`src/hw/rtl/bid_pkg.sv`:
```
package bid_pkg;

	// Default build parameters.
	localparam int ADC_BITS_DEF  = 12;
	localparam int PWM_BITS_DEF  = 10;
	localparam int TICK_BITS_DEF = 32;

	// Fixed field and register widths.
	localparam int PCT_W      = 7;
	localparam int LEVEL_W    = 2;
	localparam int TIMEOUT_W  = 32;
	localparam int CFG_IDX_W  = 3;
	localparam int CFG_DATA_W = 32;

	// Full scale of a percentage.
	localparam int PCT_FULL = 100;

	// Configuration register indexes.
	localparam logic [CFG_IDX_W-1:0] CFG_CHANGE_THRESHOLD = 3'd0;
	localparam logic [CFG_IDX_W-1:0] CFG_DIM_TIMEOUT      = 3'd1;
	localparam logic [CFG_IDX_W-1:0] CFG_OFF_TIMEOUT      = 3'd2;
	localparam logic [CFG_IDX_W-1:0] CFG_DIM_PERCENT      = 3'd3;
	localparam logic [CFG_IDX_W-1:0] CFG_OFF_PERCENT      = 3'd4;

	// Configuration reset values.
	localparam logic [PCT_W-1:0]     THRESHOLD_RST   = 7'd5;
	localparam logic [TIMEOUT_W-1:0] DIM_TIMEOUT_RST = 32'd30000;
	localparam logic [TIMEOUT_W-1:0] OFF_TIMEOUT_RST = 32'd15000;
	localparam logic [PCT_W-1:0]     DIM_PERCENT_RST = 7'd20;
	localparam logic [PCT_W-1:0]     OFF_PERCENT_RST = 7'd0;

	// Idle stage, also reported as the idle level of a result.
	typedef enum logic [LEVEL_W-1:0] {
		LVL_ACTIVE = 2'd0,
		LVL_DIM    = 2'd1,
		LVL_OFF    = 2'd2
	} idle_level_t;

endpackage

```
`src/hw/rtl/backlight_idle_dimmer.sv`:
```
// Backlight idle dimmer.
// A sample is captured in the input register, and its result, when it gives one, in the result register.
// Throughput: one sample per cycle; input register and result register are separate
// stages, so a new sample is taken while a result waits, until both stages are full.
// Reset (arst_n low, asynchronous): no applied reading, active stage, configuration
// registers back to their default values, both stages empty.
module backlight_idle_dimmer #(
	parameter int ADC_BITS  = bid_pkg::ADC_BITS_DEF,
	parameter int PWM_BITS  = bid_pkg::PWM_BITS_DEF,
	parameter int TICK_BITS = bid_pkg::TICK_BITS_DEF
) (
	input  logic                            clk,
	input  logic                            arst_n,
	// Configuration writes.
	input  logic                            cfg_valid,
	output logic                            cfg_ready,
	input  logic [bid_pkg::CFG_IDX_W-1:0]   cfg_index,
	input  logic [bid_pkg::CFG_DATA_W-1:0]  cfg_data,
	// Sample input.
	input  logic                            in_valid,
	output logic                            in_ready,
	input  logic [ADC_BITS-1:0]             pot_sample,
	input  logic                            user_active,
	input  logic [TICK_BITS-1:0]            sample_time,
	// Result output.
	output logic                            out_valid,
	input  logic                            out_ready,
	output logic [PWM_BITS-1:0]             duty,
	output logic [bid_pkg::LEVEL_W-1:0]     idle_level,
	output logic [bid_pkg::PCT_W-1:0]       pot_percent
);
	import bid_pkg::*;

	localparam int ADC_MAX = (1 << ADC_BITS) - 1;
	localparam int PWM_MAX = (1 << PWM_BITS) - 1;
	localparam int PX_W    = ADC_BITS + PCT_W;
	localparam int DX_W    = ADC_BITS + PWM_BITS;
	// Number of shifted terms that sum to a lower bound of x / ADC_MAX.
	localparam int NTERMS  = (DX_W + ADC_BITS - 1) / ADC_BITS;
	// Width for comparing idle time against the timeout sum without wrap.
	localparam int CMP_W   = ((TICK_BITS > TIMEOUT_W) ? TICK_BITS : TIMEOUT_W) + 1;

	// Divide by 2^ADC_BITS-1: shifted partial sums give a quotient that is low by
	// at most NTERMS, and the remainder compares fix it up.
	function automatic logic [PWM_BITS-1:0] div_adc_max(input logic [DX_W-1:0] x);
		logic [DX_W-1:0] q;
		logic [DX_W-1:0] r;
		q = '0;
		for (int k = 1; k <= NTERMS; k++) begin
			q = q + (x >> (k * ADC_BITS));
		end
		r = x - ((q << ADC_BITS) - q);
		for (int c = 1; c <= NTERMS + 1; c++) begin
			if (r >= DX_W'(c * ADC_MAX)) begin
				q = q + 1'b1;
			end
		end
		return q[PWM_BITS-1:0];
	endfunction

	// Percent registers above full scale count as full scale.
	function automatic logic [PCT_W-1:0] pct_clip(input logic [PCT_W-1:0] p);
		return (p > PCT_W'(PCT_FULL)) ? PCT_W'(PCT_FULL) : p;
	endfunction

	// Duty for each percentage, worked out at elaboration.
	logic [PWM_BITS-1:0] duty_lut [0:PCT_FULL];
	for (genvar i = 0; i <= PCT_FULL; i++) begin : g_lut
		assign duty_lut[i] = PWM_BITS'((i * PWM_MAX) / PCT_FULL);
	end

	// Configuration registers.
	logic [PCT_W-1:0]     threshold_q;
	logic [TIMEOUT_W-1:0] dim_timeout_q;
	logic [TIMEOUT_W-1:0] off_timeout_q;
	logic [PCT_W-1:0]     dim_percent_q;
	logic [PCT_W-1:0]     off_percent_q;

	assign cfg_ready = 1'b1;

	always_ff @(posedge clk or negedge arst_n) begin
		if (!arst_n) begin
			threshold_q   <= THRESHOLD_RST;
			dim_timeout_q <= DIM_TIMEOUT_RST;
			off_timeout_q <= OFF_TIMEOUT_RST;
			dim_percent_q <= DIM_PERCENT_RST;
			off_percent_q <= OFF_PERCENT_RST;
		end else if (cfg_valid) begin
			case (cfg_index)
				CFG_CHANGE_THRESHOLD: threshold_q   <= cfg_data[PCT_W-1:0];
				CFG_DIM_TIMEOUT:      dim_timeout_q <= cfg_data[TIMEOUT_W-1:0];
				CFG_OFF_TIMEOUT:      off_timeout_q <= cfg_data[TIMEOUT_W-1:0];
				CFG_DIM_PERCENT:      dim_percent_q <= cfg_data[PCT_W-1:0];
				CFG_OFF_PERCENT:      off_percent_q <= cfg_data[PCT_W-1:0];
				default: begin
				end
			endcase
		end
	end

	// Stage handshake: the input stage moves on whenever the result register is free.
	logic s1_valid_q;
	logic out_valid_q;
	logic advance;

	assign advance  = !out_valid_q || out_ready;
	assign in_ready = !s1_valid_q || advance;

	// Input register.
	logic [ADC_BITS-1:0]  raw_s1;
	logic                 active_s1;
	logic [TICK_BITS-1:0] now_s1;

	always_ff @(posedge clk or negedge arst_n) begin
		if (!arst_n) begin
			s1_valid_q <= 1'b0;
		end else if (in_valid && in_ready) begin
			s1_valid_q <= 1'b1;
		end else if (advance) begin
			s1_valid_q <= 1'b0;
		end
	end

	always_ff @(posedge clk) begin
		if (in_valid && in_ready) begin
			raw_s1    <= pot_sample;
			active_s1 <= user_active;
			now_s1    <= sample_time;
		end
	end

	// Tracking state.
	logic                 have_reading_q;
	logic [PCT_W-1:0]     applied_pct_q;
	logic [TICK_BITS-1:0] change_time_q;
	idle_level_t          stage_q;

	// Percentage of the sample; the quotient stays below 2^ADC_BITS, so one
	// folding step is exact.
	logic [PX_W-1:0]  pct_x;
	logic [PX_W-1:0]  pct_q;
	logic [PCT_W-1:0] pct;

	assign pct_x = PX_W'(raw_s1) * PX_W'(PCT_FULL);
	assign pct_q = (pct_x + (pct_x >> ADC_BITS) + PX_W'(1)) >> ADC_BITS;
	assign pct   = pct_q[PCT_W-1:0];

	// Duty that follows the pot directly.
	logic [DX_W-1:0]     duty_x;
	logic [PWM_BITS-1:0] follow_duty;

	assign duty_x      = DX_W'(raw_s1) * DX_W'(PWM_MAX);
	assign follow_duty = div_adc_max(duty_x);

	// Decisions: apply the sample, dim, or switch off.
	logic [PCT_W-1:0]     pct_diff;
	logic                 apply_now;
	logic [TICK_BITS-1:0] idle_time;
	logic [CMP_W-1:0]     off_limit;
	logic                 dim_now;
	logic                 off_now;

	assign pct_diff  = (pct >= applied_pct_q) ? (pct - applied_pct_q) : (applied_pct_q - pct);
	assign apply_now = !have_reading_q || (pct_diff >= threshold_q) || active_s1;
	assign idle_time = now_s1 - change_time_q;
	assign off_limit = CMP_W'(dim_timeout_q) + CMP_W'(off_timeout_q);
	assign dim_now   = (stage_q == LVL_ACTIVE) && (applied_pct_q != '0)
		&& (CMP_W'(idle_time) >= CMP_W'(dim_timeout_q));
	assign off_now   = (stage_q == LVL_DIM) && (CMP_W'(idle_time) >= off_limit);

	logic process;
	assign process = s1_valid_q && advance;

	always_ff @(posedge clk or negedge arst_n) begin
		if (!arst_n) begin
			have_reading_q <= 1'b0;
			applied_pct_q  <= '0;
			change_time_q  <= '0;
			stage_q        <= LVL_ACTIVE;
		end else if (process) begin
			if (apply_now) begin
				have_reading_q <= 1'b1;
				applied_pct_q  <= pct;
				change_time_q  <= now_s1;
				stage_q        <= LVL_ACTIVE;
			end else if (dim_now) begin
				stage_q <= LVL_DIM;
			end else if (off_now) begin
				stage_q <= LVL_OFF;
			end
		end
	end

	// Result register.
	logic [PWM_BITS-1:0] duty_q;
	idle_level_t         level_q;
	logic [PCT_W-1:0]    pct_out_q;

	always_ff @(posedge clk or negedge arst_n) begin
		if (!arst_n) begin
			out_valid_q <= 1'b0;
		end else if (advance) begin
			out_valid_q <= s1_valid_q && (apply_now || dim_now || off_now);
		end
	end

	always_ff @(posedge clk) begin
		if (process) begin
			pct_out_q <= pct;
			if (apply_now) begin
				duty_q  <= follow_duty;
				level_q <= LVL_ACTIVE;
			end else if (dim_now) begin
				duty_q  <= duty_lut[pct_clip(dim_percent_q)];
				level_q <= LVL_DIM;
			end else begin
				duty_q  <= duty_lut[pct_clip(off_percent_q)];
				level_q <= LVL_OFF;
			end
		end
	end

	assign out_valid   = out_valid_q;
	assign duty        = duty_q;
	assign idle_level  = level_q;
	assign pot_percent = pct_out_q;

endmodule
```
`config.mk`:
```
export PLATFORM = sky130hd
export DESIGN_NAME = backlight_idle_dimmer
export DESIGN_NICKNAME = d
export VERILOG_FILES = /design/src/hw/rtl/bid_pkg.sv /design/src/hw/rtl/backlight_idle_dimmer.sv
export SDC_FILE = /design/constraint.sdc
export NUM_CORES = 1
export LEC_CHECK = 0
export ABC_AREA = 1
export BUFFER_PORTS_ARGS = -buffer_cell sky130_fd_sc_hd__buf_2
export CAP_MARGIN = 15
export CORE_UTILIZATION = 37
export DETAILED_ROUTE_END_ITERATION = 10
export SYNTH_ARGS = -nofsm -noshare
export SYNTH_HDL_FRONTEND = slang
export SYNTH_SLANG_ARGS = --single-unit
```
`constraint.sdc`:
```
create_clock -name clk -period 12.8 [get_ports clk]
set_input_delay 0 -clock clk [delete_from_list [all_inputs] [get_ports clk]]
set_output_delay 0 -clock clk [all_outputs]
set_load 0.02 [all_outputs]
```
==> results by group, run 1 <==
Routing
  • First-iteration detailed-routing DRC count: 1314
  • Routed wirelength normalized by instance count: 14.6 µm
  • First-pass detailed-route iteration total: 6
  • Via density per instance: 4.97
  • Total Wirelength: 55.5 mm
  • Number of remaining DRC errors: 0
  • Post-route antenna net violation count: 0
  • Met2 routed wirelength: 23.8 mm
  • Met1 Routed Length: 28.1 mm
  • Detail Route met3 WL: 2.54 mm
  • Highest metal used: met4
  • Routed via count: 18900

Final layout
  • Total non-filler cell area in the finished layout: 23800 µm²
  • Commonest cells after routing, fill and taps aside: sky130_fd_sc_hd__nand2_1, sky130_fd_sc_hd__inv_1, sky130_fd_sc_hd__ha_1
  • Area taken by multi-input logic gates: 13700 µm²
  • Final Util: 42.3%
  • Most frequent standard cell in the layout excluding fill and tap cells: sky130_fd_sc_hd__nand2_1
  • Area added between synthesis and finish: 13.1%
  • Sequential cell area: 5170 µm²
  • Net count reported at finish: 3469
  • Ratio of cells with drive above 1 in the final layout: 7.57%
  • Antenna Diode Count: 0
  • Final-layout fill cell count: 5880

Timing
  • Worst clock skew on the final layout: 0.0113 ns
  • RSZ-0062 raised after global routing: no
  • Relative max-transition margin: 28.8%
  • Final-report max-slew violation count: 0
  • Achievable frequency: 109 MHz
  • Hold violation total from the final report: 0
  • Final total negative setup slack: 0 ns
  • Min Clock Period, post-route: 9.14 ns
  • Finish-stage setup viols: 0
  • Fraction of the cycle the final worst path needs: 71.4%
  • Slew at the pin closest to its max-slew limit: 1.07 ns

Die
  • Full die area: 57800 µm²
  • Cell Rows: 87
  • Die height: 240 µm
  • Core area: 56300 µm²
  • Chip width: 240 µm
  • Initial Util: 37.4%
  • Boundary Pins: 107

Synthesis
  • Synthesis Warnings: 0
  • Async S/R FF share, synth: 66.8%
  • Number of enable flip-flop cells after synthesis: 64
  • Combinational family with the most area after synthesis: adder cells
  • Post-synthesis instance total: 2864
  • Fraction of the mapped netlist area in adder cells: 23.9%
  • Compound-Gate Fraction of Synth Area: 15.2%
  • Mean instance size in the synthesized netlist: 7.34 µm²
  • Number of flip-flops and latches in the synthesized netlist: 193
  • Most frequently used flop master after synthesis: sky130_fd_sc_hd__dfrtp_1
  • Net count of the mapped netlist: 3309
  • Post-synthesis sequential area ratio: 24.6%
  • Area share of xor/xnor cells in the synthesized design: 3.91%
  • Number of different library cells in the post-synthesis netlist: 67
  • Simple-gate share of the synthesized area: 21.9%
  • Multiplexer fraction of the synthesized cell area: 0.149%
  • Total standard cell area after synthesis: 21000 µm²

Worst setup path
  • Kind of critical path: register to register
  • Critical path data required time: 13.10 ns
  • Library cell appearing most often on the critical path: sky130_fd_sc_hd__nand2_1
  • Sort of element at the start of the critical path: register
  • Signal arrival time at the worst endpoint: 9.44 ns
  • Worst path slowest cell: sky130_fd_sc_hd__a2111oi_2
  • Crit Path Max Fanout: 9
  • Endpoint type of the worst setup path: register
  • Critical path's largest stage delay: 0.75 ns

Placement
  • Post-place instance area: 22400 µm²
  • Post-DP HPWL: 44.7 mm
  • Final estimated routing congestion in global placement: 0.944
  • IO buf count: 105

CTS
  • Master cell of the clock root buffer: sky130_fd_sc_hd__clkbuf_16
  • Hold buffers post-CTS: 82
  • Clock sink count: 193
  • Worst skew pair latency: 0.46 ns
  • Resized cells post-CTS: 0
  • Clock transition at path regs: 0.08 ns
  • Bufs on Longest Clock Path: 2
  • H-tree lvl count: 4
  • CTS tree: yes
  • Number of post-CTS setup repair buffers: 0
  • Number of CTS-inserted buffers: 17

Global route
  • Overall overflow remaining after global route: 0
  • Number of global-route vias before repair: 18000
  • Total GRT Usage: 19.6%
  • Global-route wire length before repair: 90.6 mm
  • Largest net degree at the start of global routing: 73
  • Initial antenna violation count: 1

Flow run
  • # Max-Cap Violations: 0

Outcome
  • Outcome: finished, final reports clean

Min path
  • Hold/Removal Path Class: primary input to register
[metal layers]
metal  global-route usage (%)  vias up
met4                     4.67        0
met5                        0        -
li1                         -     9719
met2                     30.6      455
met3                     2.64       53
met1                     28.3     8630
[cells in the mapped netlist (28+ instances only)]
cell type,count,area (µm²)
sky130_fd_sc_hd__nand2_1,642,2410
sky130_fd_sc_hd__inv_1,505,1900
sky130_fd_sc_hd__ha_1,291,3640
sky130_fd_sc_hd__o21ai_0,231,1160
sky130_fd_sc_hd__nor2_1,183,687
sky130_fd_sc_hd__a21oi_1,174,871
sky130_fd_sc_hd__nand3_1,126,631
sky130_fd_sc_hd__dfrtp_1,111,2780
sky130_fd_sc_hd__fa_1,69,1380
sky130_fd_sc_hd__edfxtp_1,64,1920
sky130_fd_sc_hd__xor2_1,52,455
sky130_fd_sc_hd__clkbuf_1,47,176
sky130_fd_sc_hd__xnor2_1,40,350
sky130_fd_sc_hd__nand4_1,39,244
sky130_fd_sc_hd__nor3_1,28,140
[sequential cells by signal, summed over array words and instances (netlist names), 2 cells and up]
name,flops
raw_s1,12
dim_percent_q,7
off_timeout_q,32
duty,10
stage_q,2
now_s1,32
idle_level,2
threshold_q,7
pot_percent,7
applied_pct_q,7
change_time_q,32
dim_timeout_q,32
off_percent_q,7
[final cells by class]
class	count	area share, %
flip-flops and latches	193	21.7
repair buffers	197	6.05
inverters	519	8.19
clock inverters	13	0.500
multi-input cells	2096	57.6
well taps	756	3.98
clock buffers	19	1.95
[path summary, 6_finish.rpt]
| check | from | end | slack (ns) | cells after the start |
|---|---|---|---|---|
| max | raw_s1[2] | duty[4] | 3.66 | 47 |
| min | cfg_index[0] | off_timeout_q[4] | 0.08 | 4 |
| max reg2reg | raw_s1[2] | duty[4] | 3.66 | 47 |
| min reg2reg | threshold_q[2] | threshold_q[2] | 0.49 | 2 |
| max in group asynchronous | arst_n | threshold_q[3] | 11.48 | 3 |
| min in group asynchronous | arst_n | dim_timeout_q[20] | 0.12 | 2 |
[logic make-up after synthesis]
kind of cell,Yosys count
simple gates,1084
mux,3
compound gates,555
buf+inv,575
fa+ha+maj,360
flops,193
xor+xnor,93
other cells,1
[through the flow]
stage          instances  hold slack, ns  setup slack [ns]
6_report            3793          0.0842              3.66
5_1_grt             3793           0.105              2.57
4_1_cts             3792          0.0779              3.62
3_5_place_dp        3678          0.0630              3.67
3_3_place_gp        3678          0.0618              3.84
2_1_floorplan       2864          -0.296              4.74
[critical path: cells and delay by family (launching register included)]
kind                       cells  cell delay, ns
AOI/OAI and AO/OA             13            2.71
muxes                          1            0.39
DFF                            1            0.55
and+or+nand+nor               15            1.68
adders and majority gates      7            2.33
xor gates and xnor gates       2            0.46
buffers and inverters          9            0.83
Power of run 1 is not shown: default switching activity piles up to over one toggle a cycle in this logic, so the estimate is an artifact.
==> inputs of run 2 (changes only) <==
clock period = 9.3 ns   (was 12.8 ns; I/O delays follow)
==> run 2 against run 1 <==
Compared with the run above: setup slack worse by 3.0 ns; wire length grew 0.95%; clock-buffer cell count unchanged; die area unchanged; utilization rose by 0.44 points; first-iteration DRC count increased by 10%; cell count is 0.53% higher; design area up 1.0%.
==> results by group, run 2 (synthesized netlist as in run 1, its figures left out) <==
Timing
  • Achievable frequency: 116 MHz (was 109 MHz)
  • Relative max-transition margin: 29.7% (was 28.8%)
  • Min Clock Period, post-route: 8.66 ns (was 9.14 ns)
  • Fraction of the cycle the final worst path needs: 93.1% (was 71.4%)
  • Final total negative setup slack: 0 ns (unchanged)
  • Worst clock skew on the final layout: 0.0151 ns (was 0.0113 ns)
  • RSZ-0062 raised after global routing: no (unchanged)
  • Finish-stage setup viols: 0 (unchanged)
  • Final-report max-slew violation count: 0 (unchanged)
  • Hold violation total from the final report: 0 (unchanged)
  • Slew at the pin closest to its max-slew limit: 1.05 ns (was 1.07 ns)

Final layout
  • Ratio of cells with drive above 1 in the final layout: 8.67% (was 7.57%)
  • Area added between synthesis and finish: 14.3% (was 13.1%)
  • Final-layout fill cell count: 5819 (was 5880)
  • Most frequent standard cell in the layout excluding fill and tap cells: sky130_fd_sc_hd__nand2_1 (unchanged)
  • Commonest cells after routing, fill and taps aside: sky130_fd_sc_hd__nand2_1, sky130_fd_sc_hd__inv_1, sky130_fd_sc_hd__ha_1 (unchanged)
  • Antenna Diode Count: 0 (unchanged)
  • Net count reported at finish: 3489 (was 3469)

Worst setup path
  • Endpoint type of the worst setup path: register (unchanged)
  • Setup slack of the most critical reg-to-reg path: 0.64 ns (was 3.66 ns)
  • Crit Path Max Fanout: 15 (was 9)
  • Worst Reg-to-Reg Cells: 45 (was 47)
  • Signal arrival time at the worst endpoint: 8.87 ns (was 9.44 ns)
  • Library cell appearing most often on the critical path: sky130_fd_sc_hd__nand2_1 (unchanged)
  • Worst path slowest cell: sky130_fd_sc_hd__fa_1 (was sky130_fd_sc_hd__a2111oi_2)
  • Kind of critical path: register to register (unchanged)
  • Critical path data required time: 9.52 ns (was 13.10 ns)
  • Critical path's largest stage delay: 0.55 ns (was 0.75 ns)
  • Sort of element at the start of the critical path: register (unchanged)

CTS
  • H-tree lvl count: 4 (unchanged)
  • Number of CTS-inserted buffers: 17 (unchanged)
  • Clock transition at path regs: 0.07 ns (was 0.08 ns)
  • Bufs on Longest Clock Path: 2 (unchanged)
  • Worst skew pair latency: 0.47 ns (was 0.46 ns)
  • Clock sink count: 193 (unchanged)
  • CTS tree: yes (unchanged)
  • Master cell of the clock root buffer: sky130_fd_sc_hd__clkbuf_16 (unchanged)

Routing
  • First-iteration detailed-routing DRC count: 1445 (was 1314)
  • Routed wirelength normalized by instance count: 14.7 µm (was 14.6 µm)
  • First-pass detailed-route iteration total: 7 (was 6)
  • Total Wirelength: 56.0 mm (was 55.5 mm)
  • Routed via count: 18800 (was 18900)
  • Number of remaining DRC errors: 0 (unchanged)
  • Via density per instance: 4.94 (was 4.97)
  • Post-route antenna net violation count: 0 (unchanged)

Die
  • Core area: 56300 µm² (unchanged)
  • Chip width: 240 µm (unchanged)
  • Boundary Pins: 107 (unchanged)
  • Cell Rows: 87 (unchanged)
  • Die height: 240 µm (unchanged)
  • Initial Util: 37.4% (unchanged)
  • Full die area: 57800 µm² (unchanged)

Global route
  • Total GRT Usage: 19.6% (about the same)
  • Initial antenna violation count: 0 (was 1)
  • Number of global-route vias before repair: 17500 (was 18000)
  • Overall overflow remaining after global route: 0 (unchanged)
  • Global-route wire length before repair: 90.5 mm (was 90.6 mm)
  • Largest net degree at the start of global routing: 73 (unchanged)

Min path
  • Number of instances on the worst hold path: 3 (was 4)
  • Hold/Removal Path Class: primary input to register (unchanged)

Placement
  • IO buf count: 105 (unchanged)
  • Post-DP HPWL: 44.5 mm (was 44.7 mm)
  • Final estimated routing congestion in global placement: 0.918 (was 0.944)

Outcome
  • Outcome: finished, final reports clean (unchanged)

Flow run
  • # Max-Cap Violations: 0 (unchanged)
-- run 2: changes by cell type in the layout (fill, tap and decap cells not counted), moves of 2 or more --
cell	previous run	this run
sky130_fd_sc_hd__nand2_1	641	636
sky130_fd_sc_hd__inv_1	504	500
sky130_fd_sc_hd__clkinv_4	3	1
sky130_fd_sc_hd__clkinvlp_4	1	3
sky130_fd_sc_hd__clkinv_1	8	5
sky130_fd_sc_hd__nand2_2	13	18
sky130_fd_sc_hd__buf_4	9	27
sky130_fd_sc_hd__inv_2	8	11
-- run 2: layer usage --
layer | vias up | wire, µm | track usage (%) | part of all wire (%)
met3 | 68 | 2540 | 2.79 | 4.5
met5 | - | 0 | 0 | 0
met1 | 8589 | 28900 | 29.4 | 52
met2 | 427 | 23400 | 29.0 | 42
li1 | 9754 | - | - | -
met4 | 0 | 1120 | 4.92 | 2.0
-- run 2: area by class of cell --
class | count | area (µm²) | area share (%)
Clock inverter | 13 | 156 | 0.651
Sequential cell | 193 | 5170 | 21.5
Clock buffer | 19 | 464 | 1.93
Timing Repair inverter | 1 | 5.00 | 0.0208
Inverter | 519 | 1960 | 8.15
Multi-Input combinational cell | 2096 | 13700 | 57.2
Tap cell | 756 | 946 | 3.94
Timing Repair Buffer | 216 | 1590 | 6.63
-- run 2: worst max-delay path: cells and delay by family, from the launching register on --
family | cells | cell delay [ns]
AOI/OAI and AO/OA | 3 | 0.38
xor gates and xnor gates | 1 | 0.12
adders and majority gates | 10 | 4.17
buffers and inverters | 10 | 0.93
DFF | 1 | 0.45
and+or+nand+nor | 21 | 2.34
-- run 2: what timing repair did --
item | CTS | global route
gates resized for setup | 0 | 17
endpoints found under the hold margin | 201 | 0
setup endpoints to repair | 0 | 55
buffers inserted | 0 | 17
hold buffers | 82 | 0
-- run 2: final timing paths --
| check | startpoint | end |
|---|---|---|
| max in group asynchronous | arst_n | dim_percent_q[6] |
| max | raw_s1[2] | duty[6] |
| min reg2reg | change_time_q[31] | change_time_q[31] |
| min | cfg_index[0] | dim_percent_q[2] |
| min in group asynchronous | arst_n | off_timeout_q[21] |
| max reg2reg | raw_s1[2] | duty[6] |
-- run 2: stage by stage --
step	area (µm²)	cells	setup slack, ns	hold WS [ns]	utilization, %
finish	24000	3813	0.643	0.119	42.7
CTS	23800	3794	0.293	0.101	42.3
floorplan	21000	2864	1.24	-0.296	-
global route	24000	3813	0.000477	0.189	42.7
global placement	22400	3680	0.515	0.0757	39.8
detailed placement	22400	3680	0.336	0.0824	39.8
Power of run 2 is left out for the same reason.
